## config.mk

```make
export PLATFORM = sky130hd
export DESIGN_NAME = bfd_div
export DESIGN_NICKNAME = d
export VERILOG_FILES = /design/src/rtl/core/bfd_pkg.sv /design/src/rtl/core/bfd_div.sv
export SDC_FILE = /design/constraint.sdc
export NUM_CORES = 1
export LEC_CHECK = 0
export BUFFER_PORTS_ARGS = -buffer_cell sky130_fd_sc_hd__buf_2
export CORE_UTILIZATION = 50
export CTS_CLUSTER_DIAMETER = 200
export DETAILED_ROUTE_END_ITERATION = 7
export PLACE_DENSITY = 0.73
export SYNTH_ARGS = -nofsm -noshare
export SYNTH_HDL_FRONTEND = slang
export SYNTH_SLANG_ARGS = --single-unit
```

## constraint.sdc

```tcl
create_clock -name clk_i -period 2.99 [get_ports clk_i]
set_clock_uncertainty 0.1 [all_clocks]
set_input_delay 0.598 -clock clk_i [delete_from_list [all_inputs] [get_ports clk_i]]
set_output_delay 0.598 -clock clk_i [all_outputs]
set_load 0.005 [all_outputs]
```

## src/rtl/core/bfd_pkg.sv

```systemverilog
// ----------------------------------------------------------------------------
// bfd_pkg
// Shared constants and types for the box filter downscaler.
// ----------------------------------------------------------------------------
package bfd_pkg;

  localparam int unsigned MaxSrcWidth  = 1024;
  localparam int unsigned MaxSrcHeight = 1024;
  localparam int unsigned MaxDstWidth  = 64;

  localparam int unsigned SumW = 28;
  localparam int unsigned PixW = 8;
  localparam int unsigned CfgW = 11;
  localparam int unsigned DwW  = 7;

  // register indexes
  localparam logic [1:0] RegSrcWidth  = 2'd0;
  localparam logic [1:0] RegSrcHeight = 2'd1;
  localparam logic [1:0] RegDstWidth  = 2'd2;
  localparam logic [1:0] RegDstHeight = 2'd3;

  // one RGB triple of running sums
  typedef struct packed {
    logic [SumW-1:0] r;
    logic [SumW-1:0] g;
    logic [SumW-1:0] b;
  } sum_t;

  // request from sequencer to divider
  typedef struct packed {
    logic            start;
    logic [SumW-1:0] r;
    logic [SumW-1:0] g;
    logic [SumW-1:0] b;
    logic [22:0]     area;
  } div_req_t;

  typedef struct packed {
    logic            done;
    logic [PixW-1:0] r;
    logic [PixW-1:0] g;
    logic [PixW-1:0] b;
  } div_rsp_t;

endpackage

```

## src/rtl/core/bfd_div.sv

```systemverilog
// ----------------------------------------------------------------------------
// bfd_div
// Three-channel restoring divider, one quotient bit per cycle, shared divisor.
// ----------------------------------------------------------------------------
module bfd_div import bfd_pkg::*; (
  input  logic     clk_i,
  input  logic     rst_ni,
  input  div_req_t req_i,
  output div_rsp_t rsp_o
);
  logic [SumW-1:0] nr_q, ng_q, nb_q;
  logic [23:0]     rr_q, rg_q, rb_q;
  logic [22:0]     den_q;
  logic [4:0]      cnt_q;
  logic            busy_q, done_q;
  logic [23:0]     tr, tg, tb;

  assign tr = {rr_q[22:0], nr_q[SumW-1]};
  assign tg = {rg_q[22:0], ng_q[SumW-1]};
  assign tb = {rb_q[22:0], nb_q[SumW-1]};

  always_ff @(posedge clk_i or negedge rst_ni) begin
    if (!rst_ni) begin
      busy_q <= 1'b0;
      done_q <= 1'b0;
      cnt_q  <= '0;
    end else begin
      done_q <= 1'b0;
      if (req_i.start) begin
        busy_q <= 1'b1;
        cnt_q  <= 5'(SumW);
      end else if (busy_q) begin
        cnt_q <= cnt_q - 5'd1;
        if (cnt_q == 5'd1) begin
          busy_q <= 1'b0;
          done_q <= 1'b1;
        end
      end
    end
  end

  always_ff @(posedge clk_i) begin
    if (req_i.start) begin
      nr_q <= req_i.r; ng_q <= req_i.g; nb_q <= req_i.b;
      rr_q <= '0; rg_q <= '0; rb_q <= '0;
      den_q <= req_i.area;
    end else if (busy_q) begin
      if (tr >= {1'b0, den_q}) begin
        rr_q <= tr - {1'b0, den_q}; nr_q <= {nr_q[SumW-2:0], 1'b1};
      end else begin
        rr_q <= tr; nr_q <= {nr_q[SumW-2:0], 1'b0};
      end
      if (tg >= {1'b0, den_q}) begin
        rg_q <= tg - {1'b0, den_q}; ng_q <= {ng_q[SumW-2:0], 1'b1};
      end else begin
        rg_q <= tg; ng_q <= {ng_q[SumW-2:0], 1'b0};
      end
      if (tb >= {1'b0, den_q}) begin
        rb_q <= tb - {1'b0, den_q}; nb_q <= {nb_q[SumW-2:0], 1'b1};
      end else begin
        rb_q <= tb; nb_q <= {nb_q[SumW-2:0], 1'b0};
      end
    end
  end

  assign rsp_o.done = done_q;
  assign rsp_o.r    = nr_q[PixW-1:0];
  assign rsp_o.g    = ng_q[PixW-1:0];
  assign rsp_o.b    = nb_q[PixW-1:0];
endmodule

```

==> parameters.txt <==
Parameter                              Value

Clocking
  Maximum buffer depth of the clock tree    2
  Num CTS Buffers    17
  Clk_lat worst skew    0.44 ns
  Clock edge transition at the registers on the reported setup and hold paths    0.08 ns
  CTS HTree Levels    4
  CTS Root Buffer Type    clkbuf_16
  Sink Count    183
  TritonCTS clock tree    done

Power
  Switching power of the nets    1.683 mW
  Leakage power    5.771 nW
  Final total power    6.083 mW
  Part of the total power dissipated in combinational logic    14.6%
  Reg power frac    47.7%
  Switching power share of the total    27.68%
  Cell-internal power    4.399 mW
  Total power divided by cell area    449.2 nW/µm²
  Clock power frac    37.7%
  Maximum VDD drop    394.5 µV

Floorplan
  Height of the chip    151.9 µm
  Area of the core    21,960 µm²
  Number of top-level design ports    135
  Die Wd    151.9 µm
  Full die area    23,090 µm²
  FP Rows    54
  Initial standard-cell utilization of the core    51.20%

Cells and area
  Filler instances    1,749
  Fraction of final layout cells with drive strength greater than 1    30.69%
  Combined flip-flop and latch cell area    4771 µm²
  Area used by multi-input combinational logic    6165 µm²
  Post-layout nets    1,471
  Layout area overhead    20.46%

Outcome
  Status    finished, violations left
  Failing checks    setup timing

Routing
  Avg WL per Cell    18.36 µm
  Via density per instance    5.876
  Via count    9,301
  Final antenna-violating net count    0
  Number of DRC violations after detailed-routing iteration 0    577
  Drt total wl    29,060 µm
  Residual DRC    0
  Drt pass-1 iters    7

Global route
  Maximum number of pins on one net before global-route repair    77
  GR Util All Layers    24.57%
  Via count of the first global-routing pass    9,125
  Initial antenna violation count    2
  Overall overflow remaining after global route    0
  Wire length of the first global-routing pass    45,290 µm

Logic synthesis
  Summed instance area of the synthesized netlist    11,240 µm²
  Most common library cells after synthesis    edfxtp_1 (107), nand2_1 (102), mux2_2 (85)
  Net count after synthesis    1,299
  Top FF cell, synth    edfxtp_1
  Fraction of the yosys area taken by sequential cells    42.43%
  Async set-or-reset flop fraction in the synthesized netlist    3.825%
  Area contributors post-synth    edfxtp_1 (29%), dfxtp_1 (12%), mux2_2 (8.5%)
  Most common cell in the synthesized netlist    edfxtp_1
  Number of storage elements in the synthesis netlist    183
  Number of distinct library cells after synthesis    73
  Share of Yosys cell area claimed by the top area cell type    28.58%
  Library cell with the largest summed area after synthesis    edfxtp_1
  Synth warn    0
  Average cell area after synthesis    10.08 µm²
  Number of enable flip-flop cells after synthesis    107
  Gate count of the mapped netlist    1,115

STA
  Achievable frequency    330.4 MHz
  Transition time of the tightest slew-check pin    0.5691 ns
  Slew HR    61.81%
  Count of pins over their slew limit    0
  Setup repair after global routing missed its margin    true
  Number of endpoints with negative hold slack in the final report    0
  Final period utilization    101.2%
  Setup TNS    -0.08195 ns
  Clock period minus worst slack    3.027 ns
  Smallest setup slack after layout    -0.03660 ns
  Setup Viol. Count Final    5

Worst setup path
  Element type at the critical path end    flip-flop
  Startpoint class of the critical path    flip-flop
  Critical path arrival    3.28 ns
  WP data required    3.24 ns
  Type of the worst setup path    flip-flop to flip-flop
  Maximum net fanout on the critical path    4

Worst hold path
  Min-Delay Path Class    input port to flip-flop

Placement
  DP Wirelength    20,300 µm
  IO buf count    134
  Placer congestion estimate    0.9160

Job
  Number of max-cap violations    0
## cells by family (layout without fill, tap and decap cells)
logic type / count (synthesis) / after routing / synth area share (%)
AND/OR/NAND/NOR: 304 / 304 / 12.61
AO/OA/AOI/OAI: 275 / 275 / 16.82
flip-flops: 183 / 183 / 42.43
buffers and inverters: 118 / 303 / 5.008
multiplexers: 109 / 109 / 10.65
adder cells (fa/ha/maj): 74 / 74 / 8.436
XOR/XNOR: 52 / 52 / 4.051
other: 0 / 3 / 0
## worst max-delay path, stage by stage, from the launching register on
cell and delay [ns]:
edfxtp_1 0.36, inv_1 0.18, ha_1 0.32, o21ai_0 0.21, o21bai_1 0.12, o211a_1 0.25
buf_4 0.14, buf_4 0.13, o311a_1 0.33, o21ai_1 0.17, a21oi_1 0.09, a311o_1 0.30
a311oi_2 0.27
## through the flow
step	setup WS, ns	utilization, %	hold slack [ns]	area, µm²	cells
2_1_floorplan	0.1049	-	0.2024	11240	1115
3_3_place_gp	-0.05115	56.75	0.3380	12460	1528
3_5_place_dp	-0.08339	56.75	0.3395	12460	1528
4_1_cts	-0.009811	59.78	0.2213	13130	1563
5_1_grt	-0.1652	61.65	0.2144	13540	1581
6_report	-0.03660	61.67	0.2277	13540	1583
## registers in the layout, summed over array words and instances (netlist names)
signal and flops:
nb_q 28, ng_q 28, rr_q 23, done_q 1, cnt_q 5, rg_q 23, nr_q 28, busy_q 1
den_q 23, rb_q 23
## layout by cell type (no fill, tap or decap), drive strengths merged, types with 6 or more instances in the layout
master and instances:
o311ai 9, clkbuf 20, o21ai 54, mux2 85
buf 219, nor2b 10, nor2 84, o31ai 9
o31a 6, inv 56, dfrtp 7, a21o 16
nand2 102, and2 9, nand2b 10, a211oi 28
nand4 8, a311oi 14, and3 10, a31oi 6
clkinv 6, nor3 20, xnor2 30, edfxtp 107
nand3 26, o21a 10, mux2i 24, ha 71
a21oi 65, dfxtp 69, xor2 22
## final timing paths
path,slack [ns],start,end,depth (start not counted)
setup / recovery,-0.04,den_q[6]$_DFFE_PP_,rr_q[22]$_SDFFE_PP0P_,12
hold / removal,0.23,req_i[20],den_q[20]$_DFFE_PP_,1
setup reg to reg,-0.04,den_q[6]$_DFFE_PP_,rr_q[22]$_SDFFE_PP0P_,12
hold reg to reg,0.39,rb_q[9]$_SDFFE_PP0P_,rb_q[9]$_SDFFE_PP0P_,1
max in group asynchronous,2.19,rst_ni,busy_q$_DFF_PN0_,2
min in group asynchronous,0.43,rst_ni,cnt_q[3]$_DFFE_PN0P_,2
## power groups by stage
stage          Combinational, mW  Sequential [mW]  Clock (mW)
4_1_cts                    0.849             2.91        2.31
6_report                   0.889             2.90        2.29
3_5_place_dp               0.832             2.96           0
2_1_floorplan              0.575             2.94           0
5_1_grt                    0.970             2.92        2.40
3_3_place_gp               0.811             2.95           0
## what timing repair did
| item | 4_1_cts | 5_1_grt |
|---|---|---|
| resized for setup | 11 | 64 |
| hold buffers | 1 | 0 |
| gates cloned | 0 | 2 |
| buffers inserted | 2 | 16 |
| hold endpoints to repair | 7 | 0 |
| endpoints found under the setup margin | 25 | 54 |
| pin swaps | 4 | 31 |
## final cells by class
cell class,count,area share [%]
Clock buffer,18,3.169
Inverter,49,1.367
Antenna cell,3,0.05544
Sequential cell,183,35.23
Timing Repair Buffer,222,10.84
Clock inverter,14,1.229
Tap cell,280,2.587
Multi-Input combinational cell,814,45.52
## metal layers
layer / global-route usage [%] / up-vias / routed length [µm]
li1: - / 4474 / -
met1: 30.55 / 4441 / 12230
met2: 42.20 / 325 / 14000
met3: 5.191 / 61 / 2028
met4: 8.746 / 0 / 807
met5: 0 / - / 0
Power figures use the tool's default switching activity.
