## config.mk

```make
export PLATFORM = sky130hd
export DESIGN_NAME = bfd_bound
export DESIGN_NICKNAME = d
export VERILOG_FILES = /design/src/rtl/core/bfd_pkg.sv /design/src/rtl/core/bfd_bound.sv
export SDC_FILE = /design/constraint.sdc
export NUM_CORES = 1
export LEC_CHECK = 0
export BUFFER_PORTS_ARGS = -buffer_cell sky130_fd_sc_hd__buf_4
export CORE_MARGIN = 3
export CORE_UTILIZATION = 69
export DETAILED_ROUTE_END_ITERATION = 8
export GPL_ROUTABILITY_DRIVEN = 0
export PLACE_DENSITY = 0.89
export SETUP_SLACK_MARGIN = 0.05
export SLEW_MARGIN = 10
export SYNTH_ARGS = -nofsm -noshare
export SYNTH_HDL_FRONTEND = slang
export SYNTH_SLANG_ARGS = --single-unit
```

## constraint.sdc

```tcl
create_clock -name clk_i -period 3.9 [get_ports clk_i]
set_input_delay 0.585 -clock clk_i [delete_from_list [all_inputs] [get_ports clk_i]]
set_output_delay 0.585 -clock clk_i [all_outputs]
set_load 0.1 [all_outputs]
```

## src/rtl/core/bfd_pkg.sv

```systemverilog
// ----------------------------------------------------------------------------
// bfd_pkg
// Shared constants and types for the box filter downscaler.
// ----------------------------------------------------------------------------
package bfd_pkg;

  localparam int unsigned MaxSrcWidth  = 1024;
  localparam int unsigned MaxSrcHeight = 1024;
  localparam int unsigned MaxDstWidth  = 64;

  localparam int unsigned SumW = 28;
  localparam int unsigned PixW = 8;
  localparam int unsigned CfgW = 11;
  localparam int unsigned DwW  = 7;

  // register indexes
  localparam logic [1:0] RegSrcWidth  = 2'd0;
  localparam logic [1:0] RegSrcHeight = 2'd1;
  localparam logic [1:0] RegDstWidth  = 2'd2;
  localparam logic [1:0] RegDstHeight = 2'd3;

  // one RGB triple of running sums
  typedef struct packed {
    logic [SumW-1:0] r;
    logic [SumW-1:0] g;
    logic [SumW-1:0] b;
  } sum_t;

  // request from sequencer to divider
  typedef struct packed {
    logic            start;
    logic [SumW-1:0] r;
    logic [SumW-1:0] g;
    logic [SumW-1:0] b;
    logic [22:0]     area;
  } div_req_t;

  typedef struct packed {
    logic            done;
    logic [PixW-1:0] r;
    logic [PixW-1:0] g;
    logic [PixW-1:0] b;
  } div_rsp_t;

endpackage

```

## src/rtl/core/bfd_bound.sv

```systemverilog
// ----------------------------------------------------------------------------
// bfd_bound
// Iterative floor(size*idx/n): one multiply, then restoring division one
// quotient bit a cycle.
// ----------------------------------------------------------------------------
module bfd_bound import bfd_pkg::*; (
  input  logic        clk_i,
  input  logic        rst_ni,
  input  logic        start_i,
  input  logic [12:0] size_i,
  input  logic [12:0] idx_i,
  input  logic [12:0] n_i,
  output logic        busy_o,
  output logic [12:0] res_o
);
  localparam int unsigned NumW = 26;

  logic [NumW-1:0] num_q, num_d;
  logic [12:0]     den_q, den_d;
  logic [13:0]     rem_q, rem_d;
  logic [4:0]      cnt_q, cnt_d;
  logic            busy_q, busy_d;
  logic [13:0]     trial;

  assign trial = {rem_q[12:0], num_q[NumW-1]};

  always_comb begin
    num_d  = num_q;
    den_d  = den_q;
    rem_d  = rem_q;
    cnt_d  = cnt_q;
    busy_d = busy_q;
    if (start_i) begin
      num_d  = size_i * idx_i;
      den_d  = n_i;
      rem_d  = '0;
      cnt_d  = 5'(NumW);
      busy_d = 1'b1;
    end else if (busy_q) begin
      if (trial >= {1'b0, den_q}) begin
        rem_d = trial - {1'b0, den_q};
        num_d = {num_q[NumW-2:0], 1'b1};
      end else begin
        rem_d = trial;
        num_d = {num_q[NumW-2:0], 1'b0};
      end
      cnt_d = cnt_q - 5'd1;
      if (cnt_q == 5'd1) busy_d = 1'b0;
    end
  end

  always_ff @(posedge clk_i or negedge rst_ni) begin
    if (!rst_ni) begin
      busy_q <= 1'b0;
      cnt_q  <= '0;
    end else begin
      busy_q <= busy_d;
      cnt_q  <= cnt_d;
    end
  end

  always_ff @(posedge clk_i) begin
    num_q <= num_d;
    den_q <= den_d;
    rem_q <= rem_d;
  end

  assign busy_o = busy_q;
  assign res_o  = num_q[12:0];
endmodule

```

==> results.toml, run 1 <==
[status]
outcome = "finished with violations"
violations = "DRC, setup timing"

[floorplanning]
initial_core_util_pct = 70.7
die-width_um = 120
num_rows = 41
die-area_um2 = 14400
coreArea_um2 = 12700
ios = 56
die_h_um = 120

[min_path]
hp-class = "in -> async"

[cells_and_area]
layout-drive-gt1-share_pct = 32.3
final_area_um2 = 11600
final_common_cell = "inv_1"
area_growth_pct = 29.6
antenna_cells = 0
layout_common_cells = "inv_1 (164), buf_4 (150), nand2_1 (119)"
fin_nets = 1397

[timing]
fin_skew_ns = 0.0112
period_needed_ns = 5.87
drv_slew = 0
period_share_pct = 151
fmax_ghz = 0.170
setup_viol = 21
rsz0062_at_grt = "yes"
worstMarginPinSlew_ns = 0.910
finalHoldViolCount = 0
relSlewSlack_pct = 39.1
setup_ws_ns = -1.97

[global_route]
grt_pass1_vias = 9219
antenna_found_initial = 2
track_usage_pct = 40.3
grt.overflow.total = 0
grt_start_max_net_pins = 65
grt_pass1_wl_um = 45200

[clocking]
clock_path_buffers = 2
clockRootBuffer = "clkbuf_16"
cts_hold_buf = 0
cts_tree = "built"
h-tree-depth = 3
path_clk_slew_ns = 0.06
clkLatencyLatePin_ns = 0.34
cts.sink_count = 58
cts_made_buffers = 9

[logic_synthesis]
yosys-top-cells-area = "fa_1 (27%), edfxtp_1 (13%), ha_1 (12%)"
synth.avg_cell_area_um2 = 8.93
yosysTopAreaCellShare_pct = 27.3
yosys.area.top_type = "fa_1"
netlist_instances = 1003
syn_area_um2 = 8960
syn_nets = 1253
ys.flop_type = "edfxtp_1"
yosysSeqAreaShare_pct = 17.6
synth-seq-cells = 58
synth_cell_types = 66
postSynth.asyncResetShare_pct = 10.3
yosys_warnings = 0
synth-edff-count = 39

[worst_setup_path]
r2r_end = "num_q[0]"
path_class = "in -> reg"
crit_path_top_delay_cell = "fa_1"
crit_start = "idx_i[3]"
cpMostUsedCell = "fa_1"
cp.arrival_ns = 5.96
endpoint_kind = "flop"
required_ns = 3.99
cp_slowest_stage_delay_ns = 0.66
reg2reg_slack_ns = 0.90
path_cells = "buf_6 -> and2_4 -> fa_1 -> inv_1 -> fa_1 -> inv_1 -> fa_1 -> fa_1 -> inv_1 -> fa_1 -> inv_2 -> ha_4 -> buf_4 -> buf_6 -> nand2_4 -> o21ai_2 -> or2_4 -> o211ai_1 -> nand3_1 -> a31o_2"
worstReg2RegStart = "rem_q[8]"
r2r_cells = 6
critPathMaxFanout = 8
start_kind = "input port"

[placed_design]
post-dp-hpwl_um = 17700
io_buffers = 55
place_area_um2 = 10500
dp_slack_ns = -1.64

[route]
dr.first_iter.drc_count = 1943
drc = 33
wl_per_cell_um = 27.9
first_pass_iters = 9
vias_per_cell = 7.16
num_vias = 9479
ant_nets = 0
routed_wl_um = 36900

[run]
drv_cap = 0
-- final cells by class --
cell class	count	area, µm²
multi-input cells	691	7120
repair buffers	191	1690
flip-flops and latches	58	1580
fillers	396	1060
inverters	196	736
clock buffers	16	272
well taps	172	215
-- per-layer routing --
metal,GRT usage [%],up-vias,part of all wire (%)
met5,0,-,0.30
met2,67.8,1128,43
met3,9.80,560,14
met4,26.6,4,13
li1,-,3492,-
met1,45.4,4295,29
-- through the flow --
step | setup TNS (ns) | hold slack (ns) | utilization, % | instances
after floorplan | -18.26 | 0.289 | - | 1003
after global placement | -24.04 | 0.396 | 82.7 | 1278
after detailed placement | -26.78 | 0.396 | 82.7 | 1278
after CTS | -17.40 | 0.0475 | 88.2 | 1306
after global routing | -30.28 | 0.0534 | 91.7 | 1324
final | -29.20 | 0.0507 | 91.7 | 1324
-- how the worst max path moves through the flow --
stage | slack (ns) | cells after the start | to
floorplan | -1.24 | 18 | num_q[23]
global placement | -1.43 | 18 | num_q[23]
detailed placement | -1.64 | 18 | num_q[23]
CTS | -1.15 | 18 | num_q[20]
global route | -2.03 | 19 | num_q[23]
finish | -1.97 | 20 | num_q[21]
-- worst max-delay path: cells and delay by family --
family / cells / cell delay, ns
adder cells (fa/ha/maj): 6 / 2.91
buffers and inverters: 7 / 1.05
AND/OR/NAND/NOR: 4 / 0.71
AO/OA/AOI/OAI: 3 / 0.69
-- what timing repair did --
item / CTS / global route
gates cloned: 1 / 0
setup endpoints to repair: 21 / 21
pin swaps: 64 / 71
resized for setup: 80 / 77
buffers inserted: 12 / 22
hold endpoints to repair: 0 / 0
-- cells in the mapped netlist, types with 14 or more instances --
cell type  instances
a21o_1            14
a21oi_1           23
and2_1            84
clkbuf_1          37
edfxtp_1          39
fa_1             122
ha_1              86
inv_1            194
mux2_2            16
nand2_1          130
nand4_1           14
nor2_1            33
o21ai_0           23
xnor2_1           14
-- flip-flops by register name (all words and copies together), names as in the netlist --
signal / flops
busy_o: 1
rem_q: 13
cnt_q: 5
num_q: 26
den_q: 13
-- kinds of logic after synthesis --
group,Yosys count,share of synthesized area [%]
AND/OR/NAND/NOR,313,17.6
buffers and inverters,254,11.3
adder cells (fa/ha/maj),208,39.3
AO/OA/AOI/OAI,131,9.96
flip-flops,58,17.6
XOR/XNOR,20,1.95
multiplexers,19,2.36
Power of run 1 is left out: the tool's default activity adds up to more than one toggle a clock period on the data nets, which glitch-free logic cannot reach.
==> run 2: changes to the inputs <==
--- a/config.mk
+++ b/config.mk
@@ -7,10 +7,11 @@
 export LEC_CHECK = 0
 export BUFFER_PORTS_ARGS = -buffer_cell sky130_fd_sc_hd__buf_4
 export CORE_MARGIN = 3
-export CORE_UTILIZATION = 69
+export CORE_UTILIZATION = 64
 export DETAILED_ROUTE_END_ITERATION = 8
 export GPL_ROUTABILITY_DRIVEN = 0
-export PLACE_DENSITY = 0.89
+export PLACE_DENSITY = 0.83
+export REMOVE_ABC_BUFFERS = 1
 export SETUP_SLACK_MARGIN = 0.05
 export SLEW_MARGIN = 10
 export SYNTH_ARGS = -nofsm -noshare
==> constraint.sdc (replaced) <==
create_clock -name clk_i -period 6.57 [get_ports clk_i]
set_input_delay 0.9855 -clock clk_i [delete_from_list [all_inputs] [get_ports clk_i]]
set_output_delay 0.9855 -clock clk_i [all_outputs]
set_load 0.1 [all_outputs]
==> run 2 against run 1 <==
Compared with the run above: the run now ends clean; via count down 27%; worst hold slack better by 0.40 ns; die area up 7.4%; final area down 17%; global-route usage down 14 points; clock skew down 0.0047 ns; first-iteration DRC count down 77%; sequential cell count unchanged; routed wire length down 49%; critical path type unchanged; largest cell class unchanged.
==> results.toml, run 2 (synthesis results as in run 1) <==
[global_route]
grt.overflow.total = 0
grt_start_max_net_pins = 66
grt_pass1_vias = 7475
grt_pass1_wl_um = 33400
antenna_found_initial = 0
track_usage_pct = 25.8

[cells_and_area]
reg_top3 = "num_q x26, den_q x13, rem_q x13"
final_common_cell = "inv_1"
fin_nets = 1262
utilization_pct = 71.9
final_area_um2 = 9670
nFillCells = 1008
largest_register_ffs = 26
layout_common_cells = "inv_1 (194), nand2_1 (130), fa_1 (122)"
regMostFlops = "num_q"
area_growth_pct = 7.92
antenna_cells = 0
layout-drive-gt1-share_pct = 9.83

[floorplanning]
initial_core_util_pct = 66.6
ios = 56
die-width_um = 124
die_h_um = 124
die-area_um2 = 15500
num_rows = 42
coreArea_um2 = 13500

[timing]
setup_viol = 0
hold_slack_ns = 0.455
setup_tns_ns = 0
worstMarginPinSlew_ns = 1.06
period_needed_ns = 5.95
relSlewSlack_pct = 29.0
finalHoldViolCount = 0
rsz0062_at_grt = "no"
fmax_ghz = 0.168
fin_skew_ns = 0.00652
drv_slew = 0
period_share_pct = 90.6
setup_ws_ns = 0.616

[route]
drc = 0
wl_per_cell_um = 15.6
first_pass_iters = 5
dr.first_iter.drc_count = 453
ant_nets = 0
num_vias = 6873
routed_wl_um = 18700
vias_per_cell = 5.76

[clocking]
path_clk_slew_ns = 0.05
clockRootBuffer = "clkbuf_16"
cts_resized = 0
cts.sink_count = 58
clock_path_buffers = 2
cts_made_buffers = 9
cts_tree = "built"
cts_hold_buf = 0
h-tree-depth = 3
clkLatencyLatePin_ns = 0.33
postCtsSetupRepairBufs = 0

[worst_setup_path]
start_kind = "input port"
cp_slowest_stage_delay_ns = 0.54
path_cells = "buf_4 -> and2_1 -> fa_1 -> inv_1 -> fa_1 -> inv_1 -> fa_1 -> fa_1 -> inv_1 -> fa_1 -> inv_1 -> ha_1 -> a21oi_1 -> o21ai_0 -> or2_2 -> o21ai_1 -> xnor2_1 -> mux2_2"
crit_path_top_delay_cell = "fa_1"
path_class = "in -> reg"
endpoint_kind = "flop"
required_ns = 6.64
cpMostUsedCell = "fa_1"
critPathMaxFanout = 13
cp.arrival_ns = 6.03

[pwr]
ir_drop_mv = 0.397
power_density_nw_per_um2 = 496
p_leak_nw = 4.77

[placed_design]
io_buffers = 55
dp_slack_ns = 0.351
post-dp-hpwl_um = 14600
place_area_um2 = 9330

[status]
outcome = "complete, no violations"

[min_path]
hp-class = "in -> async"

[run]
drv_cap = 0
run 2: changes by cell type in the layout (fill, tap and decap cells not counted), sizes merged:
cell and delta:
buf -135, clkbuf -7, bufinv +3, clkinvlp +3, clkinv +1
run 2: per-layer routing:
layer	wire [µm]	part of all wire, %	vias up	global-route usage (%)
met5	0	0	-	0
met4	450	2.4	0	6.96
met3	1140	6.1	55	5.10
met2	9360	50	245	44.8
met1	7720	41	3350	33.1
li1	-	-	3223	-
run 2: worst paths after layout:
check / cells after the start / end / slack, ns / start
max in group asynchronous: 1 / busy_o / 5.99 / rst_ni
min: 1 / cnt_q[0] / 0.45 / rst_ni
min reg2reg: 2 / rem_q[3] / 0.49 / rem_q[2]
max reg2reg: 9 / rem_q[10] / 3.88 / num_q[25]
max: 18 / num_q[17] / 0.62 / idx_i[3]
min in group clk_i: 2 / rem_q[3] / 0.49 / rem_q[2]
run 2: power by group:
group	total [mW]	switching, mW	internal [mW]
registers	0.658	0.0713	0.587
clock network	0.532	0.163	0.369
logic	3.61	2.18	1.43
total	4.80	2.41	2.38
run 2: area by class of cell:
cell class                      instances  area [µm²]  share of cell area, %
Inverter                              196         736                   7.61
Sequential cell                        58        1580                   16.4
Multi-Input combinational cell        691        6370                   65.9
Tap cell                              176         220                   2.28
Clock buffer                            9         225                   2.33
Clock inverter                          7         118                   1.22
Timing Repair Buffer                   56         420                   4.35
run 2: stage by stage:
stage	cells	power, mW
after floorplan	945	3.44
after global routing	1193	5.30
after CTS	1193	4.78
after global placement	1177	4.10
after detailed placement	1177	4.18
final	1193	4.80
run 2: worst max-delay path, delay by kind of cell:
kind | cells | cell delay (ns)
fa+ha+maj | 6 | 2.93
mux | 1 | 0.29
xor+xnor | 1 | 0.15
compound gates | 3 | 0.78
simple gates | 2 | 0.54
buf+inv | 5 | 0.36
No activity file was read; power rests on OpenSTA's default activity.
